### src/rtl/abic_pkg.sv
// Package for the auto backlight idle controller.
// Holds the item and register types, command and register codes, and reset values.
// No dependencies; every other file in rtl uses it by scoped names.
package abic_pkg;

  localparam int unsigned LightW = 16;
  localparam int unsigned DutyW  = 8;
  localparam int unsigned IdleW  = 16;
  localparam int unsigned ProxW  = 11;
  localparam int unsigned CfgIdxW  = 3;
  localparam int unsigned CfgDataW = 16;
  // The subtract unit works on one bit more than a light count.
  localparam int unsigned SubW = LightW + 1;

  // Commands carried by an input item.
  localparam logic [1:0] CMD_TICK   = 2'd0;
  localparam logic [1:0] CMD_SAMPLE = 2'd1;
  localparam logic [1:0] CMD_TOUCH  = 2'd2;

  // Configuration register indexes.
  localparam logic [CfgIdxW-1:0] REG_DARK_LUX    = 3'd0;
  localparam logic [CfgIdxW-1:0] REG_BRIGHT_LUX  = 3'd1;
  localparam logic [CfgIdxW-1:0] REG_MIN_DUTY    = 3'd2;
  localparam logic [CfgIdxW-1:0] REG_MAX_DUTY    = 3'd3;
  localparam logic [CfgIdxW-1:0] REG_OFF_TIMEOUT = 3'd4;
  localparam logic [CfgIdxW-1:0] REG_PROX_THRESH = 3'd5;

  // Reset values.
  localparam logic [LightW-1:0] RST_DARK_LUX     = 16'd1;
  localparam logic [LightW-1:0] RST_BRIGHT_LUX   = 16'd40;
  localparam logic [DutyW-1:0]  RST_MIN_DUTY     = 8'd24;
  localparam logic [DutyW-1:0]  RST_MAX_DUTY     = 8'd255;
  localparam logic [IdleW-1:0]  RST_OFF_TIMEOUT  = 16'd5000;
  localparam logic [ProxW-1:0]  RST_PROX_THRESH  = 11'd30;
  localparam logic [DutyW-1:0]  RST_LEVEL        = 8'd180;

  typedef struct packed {
    logic [1:0]        cmd;
    logic [LightW-1:0] light_count;
    logic [ProxW-1:0]  prox_count;
  } in_item_t;

  typedef struct packed {
    logic [DutyW-1:0] duty;
    logic             screen_off;
    logic [DutyW-1:0] level;
  } out_item_t;

  typedef struct packed {
    logic [LightW-1:0] dark_lux;
    logic [LightW-1:0] bright_lux;
    logic [DutyW-1:0]  min_duty;
    logic [DutyW-1:0]  max_duty;
    logic [IdleW-1:0]  off_timeout_ms;
    logic [ProxW-1:0]  prox_threshold;
  } cfg_t;

  typedef struct packed {
    logic [SubW-1:0] a;
    logic [SubW-1:0] b;
  } sub_req_t;

  typedef struct packed {
    logic [SubW-1:0] diff;
    logic            borrow;
  } sub_rsp_t;

endpackage

### src/rtl/auto_backlight_idle_controller.sv
// Auto backlight idle controller: top level with the configuration registers.
// Depends on abic_pkg and instantiates abic_core (which uses abic_sub).
//
// Input beats carry a command (1 ms tick, light/proximity sample, touch) on
// in_item_i and move when in_valid_i is high and in_stall_o is low. Every
// input beat yields one output beat on out_item_o (duty, screen_off, level),
// moved when out_valid_o is high and out_stall_i low. Configuration beats
// (cfg_index_i, cfg_data_i) are always accepted, unknown indexes are ignored,
// and they should be written only while the block is idle.
// One item is in work at a time. A tick, touch or unknown command goes from
// acceptance straight to the final step, which writes the output register.
// A sample runs three steps on the shared subtractor (window size and
// clamps), a 16x8 multiply, eight restoring-division steps on the same
// subtractor, the target and the level update. With an empty light window
// a sample goes from the window-size step straight to the final step.
// in_stall_o is high from acceptance until the result is written to the
// output register. Reset loads the register defaults, level 180 and idle
// time 0, with no output pending. If the receiver stalls, the result holds
// in the output register; the next item may still be accepted, and its
// result waits until the output register has been emptied.
module auto_backlight_idle_controller (
  input  logic                                clk_i,
  input  logic                                rst_ni,
  input  logic                                in_valid_i,
  output logic                                in_stall_o,
  input  abic_pkg::in_item_t                  in_item_i,
  output logic                                out_valid_o,
  input  logic                                out_stall_i,
  output abic_pkg::out_item_t                 out_item_o,
  input  logic                                cfg_valid_i,
  output logic                                cfg_ready_o,
  input  logic [abic_pkg::CfgIdxW-1:0]        cfg_index_i,
  input  logic [abic_pkg::CfgDataW-1:0]       cfg_data_i
);

  abic_pkg::cfg_t cfg_q, cfg_d;

  assign cfg_ready_o = 1'b1;

  always_comb begin
    cfg_d = cfg_q;
    if (cfg_valid_i) begin
      case (cfg_index_i)
        abic_pkg::REG_DARK_LUX:    cfg_d.dark_lux       = cfg_data_i;
        abic_pkg::REG_BRIGHT_LUX:  cfg_d.bright_lux     = cfg_data_i;
        abic_pkg::REG_MIN_DUTY:    cfg_d.min_duty       = cfg_data_i[abic_pkg::DutyW-1:0];
        abic_pkg::REG_MAX_DUTY:    cfg_d.max_duty       = cfg_data_i[abic_pkg::DutyW-1:0];
        abic_pkg::REG_OFF_TIMEOUT: cfg_d.off_timeout_ms = cfg_data_i;
        abic_pkg::REG_PROX_THRESH: cfg_d.prox_threshold = cfg_data_i[abic_pkg::ProxW-1:0];
        default:                   cfg_d = cfg_q;
      endcase
    end
  end

  always_ff @(posedge clk_i or negedge rst_ni) begin
    if (!rst_ni) begin
      cfg_q.dark_lux       <= abic_pkg::RST_DARK_LUX;
      cfg_q.bright_lux     <= abic_pkg::RST_BRIGHT_LUX;
      cfg_q.min_duty       <= abic_pkg::RST_MIN_DUTY;
      cfg_q.max_duty       <= abic_pkg::RST_MAX_DUTY;
      cfg_q.off_timeout_ms <= abic_pkg::RST_OFF_TIMEOUT;
      cfg_q.prox_threshold <= abic_pkg::RST_PROX_THRESH;
    end else begin
      cfg_q <= cfg_d;
    end
  end

  abic_core u_core (
    .clk_i       (clk_i),
    .rst_ni      (rst_ni),
    .cfg_i       (cfg_q),
    .in_valid_i  (in_valid_i),
    .in_stall_o  (in_stall_o),
    .in_item_i   (in_item_i),
    .out_valid_o (out_valid_o),
    .out_stall_i (out_stall_i),
    .out_item_o  (out_item_o)
  );

endmodule

### src/rtl/abic_sub.sv
// Shared subtract and compare unit of the auto backlight idle controller.
// Depends on abic_pkg for the request and response types.
module abic_sub (
  input  abic_pkg::sub_req_t req_i,
  output abic_pkg::sub_rsp_t rsp_o
);

  logic [abic_pkg::SubW:0] full;

  // The top bit is the borrow: set when a is below b.
  assign full         = {1'b0, req_i.a} - {1'b0, req_i.b};
  assign rsp_o.diff   = full[abic_pkg::SubW-1:0];
  assign rsp_o.borrow = full[abic_pkg::SubW];

endmodule

### src/rtl/abic_core.sv
// Sequencer and datapath of the auto backlight idle controller.
// Depends on abic_pkg and drives the shared subtract unit abic_sub.
module abic_core (
  input  logic                clk_i,
  input  logic                rst_ni,
  input  abic_pkg::cfg_t      cfg_i,
  input  logic                in_valid_i,
  output logic                in_stall_o,
  input  abic_pkg::in_item_t  in_item_i,
  output logic                out_valid_o,
  input  logic                out_stall_i,
  output abic_pkg::out_item_t out_item_o
);

  localparam logic [2:0] S_IDLE = 3'd0;
  localparam logic [2:0] S_DEN  = 3'd1;
  localparam logic [2:0] S_CLO  = 3'd2;
  localparam logic [2:0] S_CHI  = 3'd3;
  localparam logic [2:0] S_MUL  = 3'd4;
  localparam logic [2:0] S_DIV  = 3'd5;
  localparam logic [2:0] S_TGT  = 3'd6;
  localparam logic [2:0] S_FIN  = 3'd7;

  localparam int unsigned LightW = abic_pkg::LightW;
  localparam int unsigned DutyW  = abic_pkg::DutyW;
  localparam int unsigned ProdW  = LightW + DutyW;

  logic [2:0]                state_q, state_d;
  abic_pkg::in_item_t        item_q, item_d;
  logic [LightW-1:0]         den_q, den_d;
  logic [LightW-1:0]         t_q, t_d;
  logic                      neg_q, neg_d;
  logic [LightW-1:0]         rem_q, rem_d;
  logic [DutyW-1:0]          quo_q, quo_d;
  logic [2:0]                cnt_q, cnt_d;
  logic [DutyW-1:0]          target_q, target_d;
  logic [DutyW-1:0]          level_q, level_d;
  logic [abic_pkg::IdleW-1:0] idle_q, idle_d;
  logic                      out_valid_q, out_valid_d;
  abic_pkg::out_item_t       out_q, out_d;

  abic_pkg::sub_req_t        sub_req;
  abic_pkg::sub_rsp_t        sub_rsp;

  logic                      accept;
  logic                      commit;
  logic                      span_neg;
  logic [DutyW-1:0]          span_mag;
  logic [ProdW-1:0]          prod;
  logic [abic_pkg::SubW-1:0] trial;
  logic [DutyW+1:0]          avg_sum;
  logic                      off;

  abic_sub u_sub (
    .req_i (sub_req),
    .rsp_o (sub_rsp)
  );

  assign in_stall_o  = (state_q != S_IDLE);
  assign accept      = in_valid_i && (state_q == S_IDLE);
  assign commit      = (state_q == S_FIN) && (!out_valid_q || !out_stall_i);
  assign out_valid_o = out_valid_q;
  assign out_item_o  = out_q;

  assign span_neg = cfg_i.min_duty > cfg_i.max_duty;
  assign span_mag = span_neg ? (cfg_i.min_duty - cfg_i.max_duty)
                             : (cfg_i.max_duty - cfg_i.min_duty);
  assign prod     = {{DutyW{1'b0}}, t_q} * {{LightW{1'b0}}, span_mag};
  // Next long-division step brings down the top remaining dividend bit.
  assign trial    = {rem_q, quo_q[DutyW-1]};
  // Three quarters of the old level plus a quarter of the target.
  assign avg_sum  = {1'b0, level_q, 1'b0} + {2'b00, level_q} + {2'b00, target_q};

  always_comb begin
    sub_req.a = '0;
    sub_req.b = '0;
    case (state_q)
      S_DEN: begin
        sub_req.a = {1'b0, cfg_i.bright_lux};
        sub_req.b = {1'b0, cfg_i.dark_lux};
      end
      S_CLO: begin
        sub_req.a = {1'b0, item_q.light_count};
        sub_req.b = {1'b0, cfg_i.dark_lux};
      end
      S_CHI: begin
        sub_req.a = {1'b0, item_q.light_count};
        sub_req.b = {1'b0, cfg_i.bright_lux};
      end
      S_DIV: begin
        sub_req.a = trial;
        sub_req.b = {1'b0, den_q};
      end
      default: begin
        sub_req.a = '0;
        sub_req.b = '0;
      end
    endcase
  end

  always_comb begin
    state_d     = state_q;
    item_d      = item_q;
    den_d       = den_q;
    t_d         = t_q;
    neg_d       = neg_q;
    rem_d       = rem_q;
    quo_d       = quo_q;
    cnt_d       = cnt_q;
    target_d    = target_q;
    level_d     = level_q;
    idle_d      = idle_q;
    out_d       = out_q;
    out_valid_d = out_valid_q && out_stall_i;
    off         = 1'b0;

    case (state_q)
      S_IDLE: begin
        if (accept) begin
          item_d  = in_item_i;
          state_d = (in_item_i.cmd == abic_pkg::CMD_SAMPLE) ? S_DEN : S_FIN;
        end
      end
      S_DEN: begin
        den_d = sub_rsp.diff[LightW-1:0];
        // An empty light window maps straight to the maximum duty.
        if (sub_rsp.borrow || (sub_rsp.diff == '0)) begin
          target_d = cfg_i.max_duty;
          state_d  = S_FIN;
        end else begin
          state_d = S_CLO;
        end
      end
      S_CLO: begin
        t_d     = sub_rsp.borrow ? '0 : sub_rsp.diff[LightW-1:0];
        state_d = S_CHI;
      end
      S_CHI: begin
        if (!sub_rsp.borrow) begin
          t_d = den_q;
        end
        state_d = S_MUL;
      end
      S_MUL: begin
        // The quotient is at most the duty span, so the top bits of the
        // product already sit below the divisor.
        neg_d   = span_neg;
        rem_d   = prod[ProdW-1:DutyW];
        quo_d   = prod[DutyW-1:0];
        cnt_d   = '0;
        state_d = S_DIV;
      end
      S_DIV: begin
        rem_d = sub_rsp.borrow ? trial[LightW-1:0] : sub_rsp.diff[LightW-1:0];
        quo_d = {quo_q[DutyW-2:0], !sub_rsp.borrow};
        cnt_d = cnt_q + 3'd1;
        if (cnt_q == 3'd7) begin
          state_d = S_TGT;
        end
      end
      S_TGT: begin
        target_d = neg_q ? (cfg_i.min_duty - quo_q) : (cfg_i.min_duty + quo_q);
        state_d  = S_FIN;
      end
      S_FIN: begin
        case (item_q.cmd)
          abic_pkg::CMD_TICK: begin
            if (idle_q != '1) begin
              idle_d = idle_q + 1'b1;
            end
          end
          abic_pkg::CMD_SAMPLE: begin
            level_d = avg_sum[DutyW+1:2];
            if (item_q.prox_count > cfg_i.prox_threshold) begin
              idle_d = '0;
            end
          end
          abic_pkg::CMD_TOUCH: begin
            idle_d = '0;
          end
          default: begin
            idle_d = idle_q;
          end
        endcase
        off = idle_d > cfg_i.off_timeout_ms;
        if (commit) begin
          out_d.duty       = off ? '0 : level_d;
          out_d.screen_off = off;
          out_d.level      = level_d;
          out_valid_d      = 1'b1;
          state_d          = S_IDLE;
        end else begin
          level_d = level_q;
          idle_d  = idle_q;
        end
      end
      default: begin
        state_d = S_IDLE;
      end
    endcase
  end

  always_ff @(posedge clk_i or negedge rst_ni) begin
    if (!rst_ni) begin
      state_q     <= S_IDLE;
      level_q     <= abic_pkg::RST_LEVEL;
      idle_q      <= '0;
      out_valid_q <= 1'b0;
    end else begin
      state_q     <= state_d;
      level_q     <= level_d;
      idle_q      <= idle_d;
      out_valid_q <= out_valid_d;
    end
  end

  always_ff @(posedge clk_i) begin
    item_q   <= item_d;
    den_q    <= den_d;
    t_q      <= t_d;
    neg_q    <= neg_d;
    rem_q    <= rem_d;
    quo_q    <= quo_d;
    cnt_q    <= cnt_d;
    target_q <= target_d;
    out_q    <= out_d;
  end

endmodule

### config.mk
export PLATFORM = sky130hd
export DESIGN_NAME = auto_backlight_idle_controller
export DESIGN_NICKNAME = d
export VERILOG_FILES = /design/src/rtl/abic_pkg.sv /design/src/rtl/auto_backlight_idle_controller.sv /design/src/rtl/abic_sub.sv /design/src/rtl/abic_core.sv
export SDC_FILE = /design/constraint.sdc
export NUM_CORES = 1
export LEC_CHECK = 0
export BUFFER_PORTS_ARGS = -buffer_cell sky130_fd_sc_hd__buf_2
export CORE_MARGIN = 2
export CORE_UTILIZATION = 68
export DETAILED_ROUTE_END_ITERATION = 8
export GPL_ROUTABILITY_DRIVEN = 0
export PLACE_DENSITY_LB_ADDON = 0.05
export SLEW_MARGIN = 25
export SYNTH_ARGS = -nofsm -noshare
export SYNTH_HDL_FRONTEND = slang
export SYNTH_SLANG_ARGS = --single-unit
### constraint.sdc
create_clock -name clk_i -period 18.6 [get_ports clk_i]
set_input_delay 0.93 -clock clk_i [delete_from_list [all_inputs] [get_ports clk_i]]
set_output_delay 0.93 -clock clk_i [all_outputs]
set_load 0.02 [all_outputs]
==> flow_summary.ini <==
[timing]
grt_setup_unrepaired = false
max_freq_mhz = 118
finalMaxSlewViolations = 0
final-setup-viol-count = 0
min_period_ns = 8.46
setup-tns-final_ns = 0
clock_skew_ns = 0.0174
max-slew-margin-rel_pct = 35.4
fin_crit_sh_pct = 45.5
finalHoldViolCount = 0
worstMarginPinSlew_ns = 0.963

[synthesis]
synth_edf_count = 114
synth.top_cell.area_share_pct = 20.8
yosysTopAreaCell = edfxtp_1
ys_warn_count = 0
synth-main-ff-cell = edfxtp_1
synthesis.area_sq_mm = 0.0165
ys_top_cells_by_area = edfxtp_1, dfrtp_1, fa_1
syn_inst = 1672
synth.distinct_cells = 68
synth-seq-cells = 217
async_reset_ff_share_pct = 47.5
netlist_top_cells_count = inv_1, nand2_1, ha_1
synth.most_common_cell = inv_1
synth.avg_cell_area_sq_um = 9.85
syn_nets = 1945
ys_seq_area_share_pct = 36.6

[grt]
met2_usage_pct = 48.1
grt_usage_pct = 30.4
grt_pass1_vias = 12400
antenna_found_initial = 0
busiest_layer = met2
grt_max_degree = 54
grt_pass1_wl_microns = 63100
overflow = 0
grt_use_met1_pct = 44.3
met3_usage_pct = 4.08

[setup_path]
cp.required_ns = 18.93
cpMostUsedCell = fa_1
setup.worst_path.class = reg -> reg
critical-path-max-stage-delay_ns = 0.66
cp-start-kind = register
worstPathMaxFanout = 17
end_kind = register
critical_path.top_delay_family = compound AO/OA/AOI/OAI gates
critPathSlowestCell = ha_1
path_buf_inv = 3
worstPathArrival_ns = 8.79

[finish]
nets = 2009
n_antenna_cell = 0
area_delta_synth_final_pct = 9.26
drive_gt1_share_pct = 14.0
fin_cells = 2072

[route]
post-route-drc-count = 0
ant_nets = 0
drt_wl_total_microns = 38100
drtIter0Drc = 1177
drt-vias-per-instance = 6.03
drt-pass1-iter-count = 6
drt-wirelength-per-cell_microns = 18.4
num_vias = 12500

[place]
io_buffers = 71
post-place-cells = 2030
place_hpwl_microns = 28600

[floorplanning]
start_util_pct = 69.8
fp.dieH_microns = 160
die_x_microns = 160
io_pins = 73
dieArea_sq_mm = 0.0255
core.rowCount = 56
core_sq_mm = 0.0236

[clock_tree]
max-clock-path-buffers = 3
post_cts_buffers = 0
hold_buffers = 0
worstSkewPairLatency_ns = 0.52
path_clk_slew_ns = 0.06
clkSinkCount = 217
htree_levels = 1
post_cts_resized = 0
cts_buffers = 23
cts_tree = yes
root_buffer = clkbuf_16

[worst_hold_path]
hold_class = in -> async

[flow_run]
drv_cap = 0

[run_status]
status = complete, no violations
-- state kept, by name (all words and copies together), names as in the netlist --
| signal | flops |
|---|---|
| u_core.den_q | 16 |
| u_core.item_q | 29 |
| u_core.state_q | 3 |
| u_core.quo_q | 8 |
| u_core.idle_q | 16 |
| u_core.out_item_o | 17 |
| u_core.target_q | 8 |
| u_core.out_valid_o | 1 |
| u_core.t_q | 16 |
| u_core.level_q | 8 |
| u_core.rem_q | 16 |
| u_core.neg_q | 1 |
| cfg_q | 75 |
| u_core.cnt_q | 3 |
-- layer usage --
layer  up-vias  wire [microns]
met1      6073           16700
met4         0            1140
li1       5876               -
met2       476           17600
met3        72            2580
met5         -               0
-- worst paths after layout --
| path | from | end | slack, ns | depth (start not counted) |
|---|---|---|---|---|
| hold / removal | rst_ni | u_core.idle_q[12] | 0.43 | 1 |
| setup reg to reg | cfg_q[27] | u_core.rem_q[14] | 10.14 | 27 |
| hold reg to reg | cfg_q[62] | cfg_q[62] | 0.51 | 1 |
| min in group clk_i | cfg_q[62] | cfg_q[62] | 0.51 | 1 |
| setup / recovery | cfg_q[27] | u_core.rem_q[14] | 10.14 | 27 |
| max in group asynchronous | rst_ni | u_core.level_q[1] | 17.02 | 2 |
-- stage by stage --
stage / hold WS (ns) / setup slack (ns) / area [sq um] / utilization [%]
2_1_floorplan: 0.479 / 11.26 / 16500 / -
3_3_place_gp: 0.488 / 10.30 / 17200 / 73.0
3_5_place_dp: 0.494 / 10.05 / 17200 / 73.0
4_1_cts: 0.458 / 9.97 / 18000 / 76.2
5_1_grt: 0.492 / 9.60 / 18000 / 76.2
6_report: 0.434 / 10.14 / 18000 / 76.2
-- cells in the final DEF (no fill, tap or decap), types with 32 or more instances in the layout --
cell type | netlist | layout
nor2b_1 | 61 | 60
inv_1 | 189 | 189
xnor2_1 | 32 | 32
ha_1 | 124 | 124
edfxtp_1 | 114 | 114
fa_1 | 96 | 96
o21ai_0 | 103 | 103
nand2_1 | 155 | 155
nor2_1 | 108 | 107
buf_2 | 0 | 70
mux2_2 | 56 | 56
a21oi_1 | 88 | 88
and2_1 | 52 | 52
dfrtp_1 | 77 | 77
mux2i_1 | 35 | 34
-- area by class of cell --
class                      count  area [sq um]
tap                          319           399
timing repair buffer          97           553
clock inverter                12           144
clock buffer                  30           602
sequential                   217          6030
fill                        1660          5610
inverter                     191           717
multi-input combinational   1206          9550
-- cells by family (layout without fill, tap and decap cells) --
family / count (synthesis) / count (layout) / share of synthesized area, %
xor+xnor: 52 / 52 / 2.76
flops: 217 / 217 / 36.6
compound gates: 345 / 345 / 13.1
mux: 91 / 91 / 5.95
other cells: 1 / 1 / 0.0228
fa+ha+maj: 220 / 220 / 21.1
simple gates: 497 / 497 / 14.8
buf+inv: 249 / 330 / 5.70
-- worst reg2reg max path, stage by stage, from the launching register on --
cell	delay (ns)
dfstp_2	0.56
inv_1	0.05
ha_1	0.66
nand2_1	0.10
or3_1	0.38
o21ai_0	0.13
nor4_1	0.08
o311ai_0	0.50
a21oi_1	0.15
o21ai_0	0.29
xor2_2	0.62
and2_1	0.25
fa_1	0.42
fa_1	0.52
fa_1	0.55
inv_1	0.06
fa_1	0.52
inv_1	0.04
ha_1	0.36
o21a_1	0.20
o211ai_1	0.18
a31oi_1	0.10
o21ai_0	0.43
a211oi_1	0.15
o31a_1	0.32
o21a_1	0.19
o2111a_1	0.23
a211oi_1	0.23
Power is not shown: default switching activity piles up to over one toggle a cycle in this logic, so the estimate is an artifact.
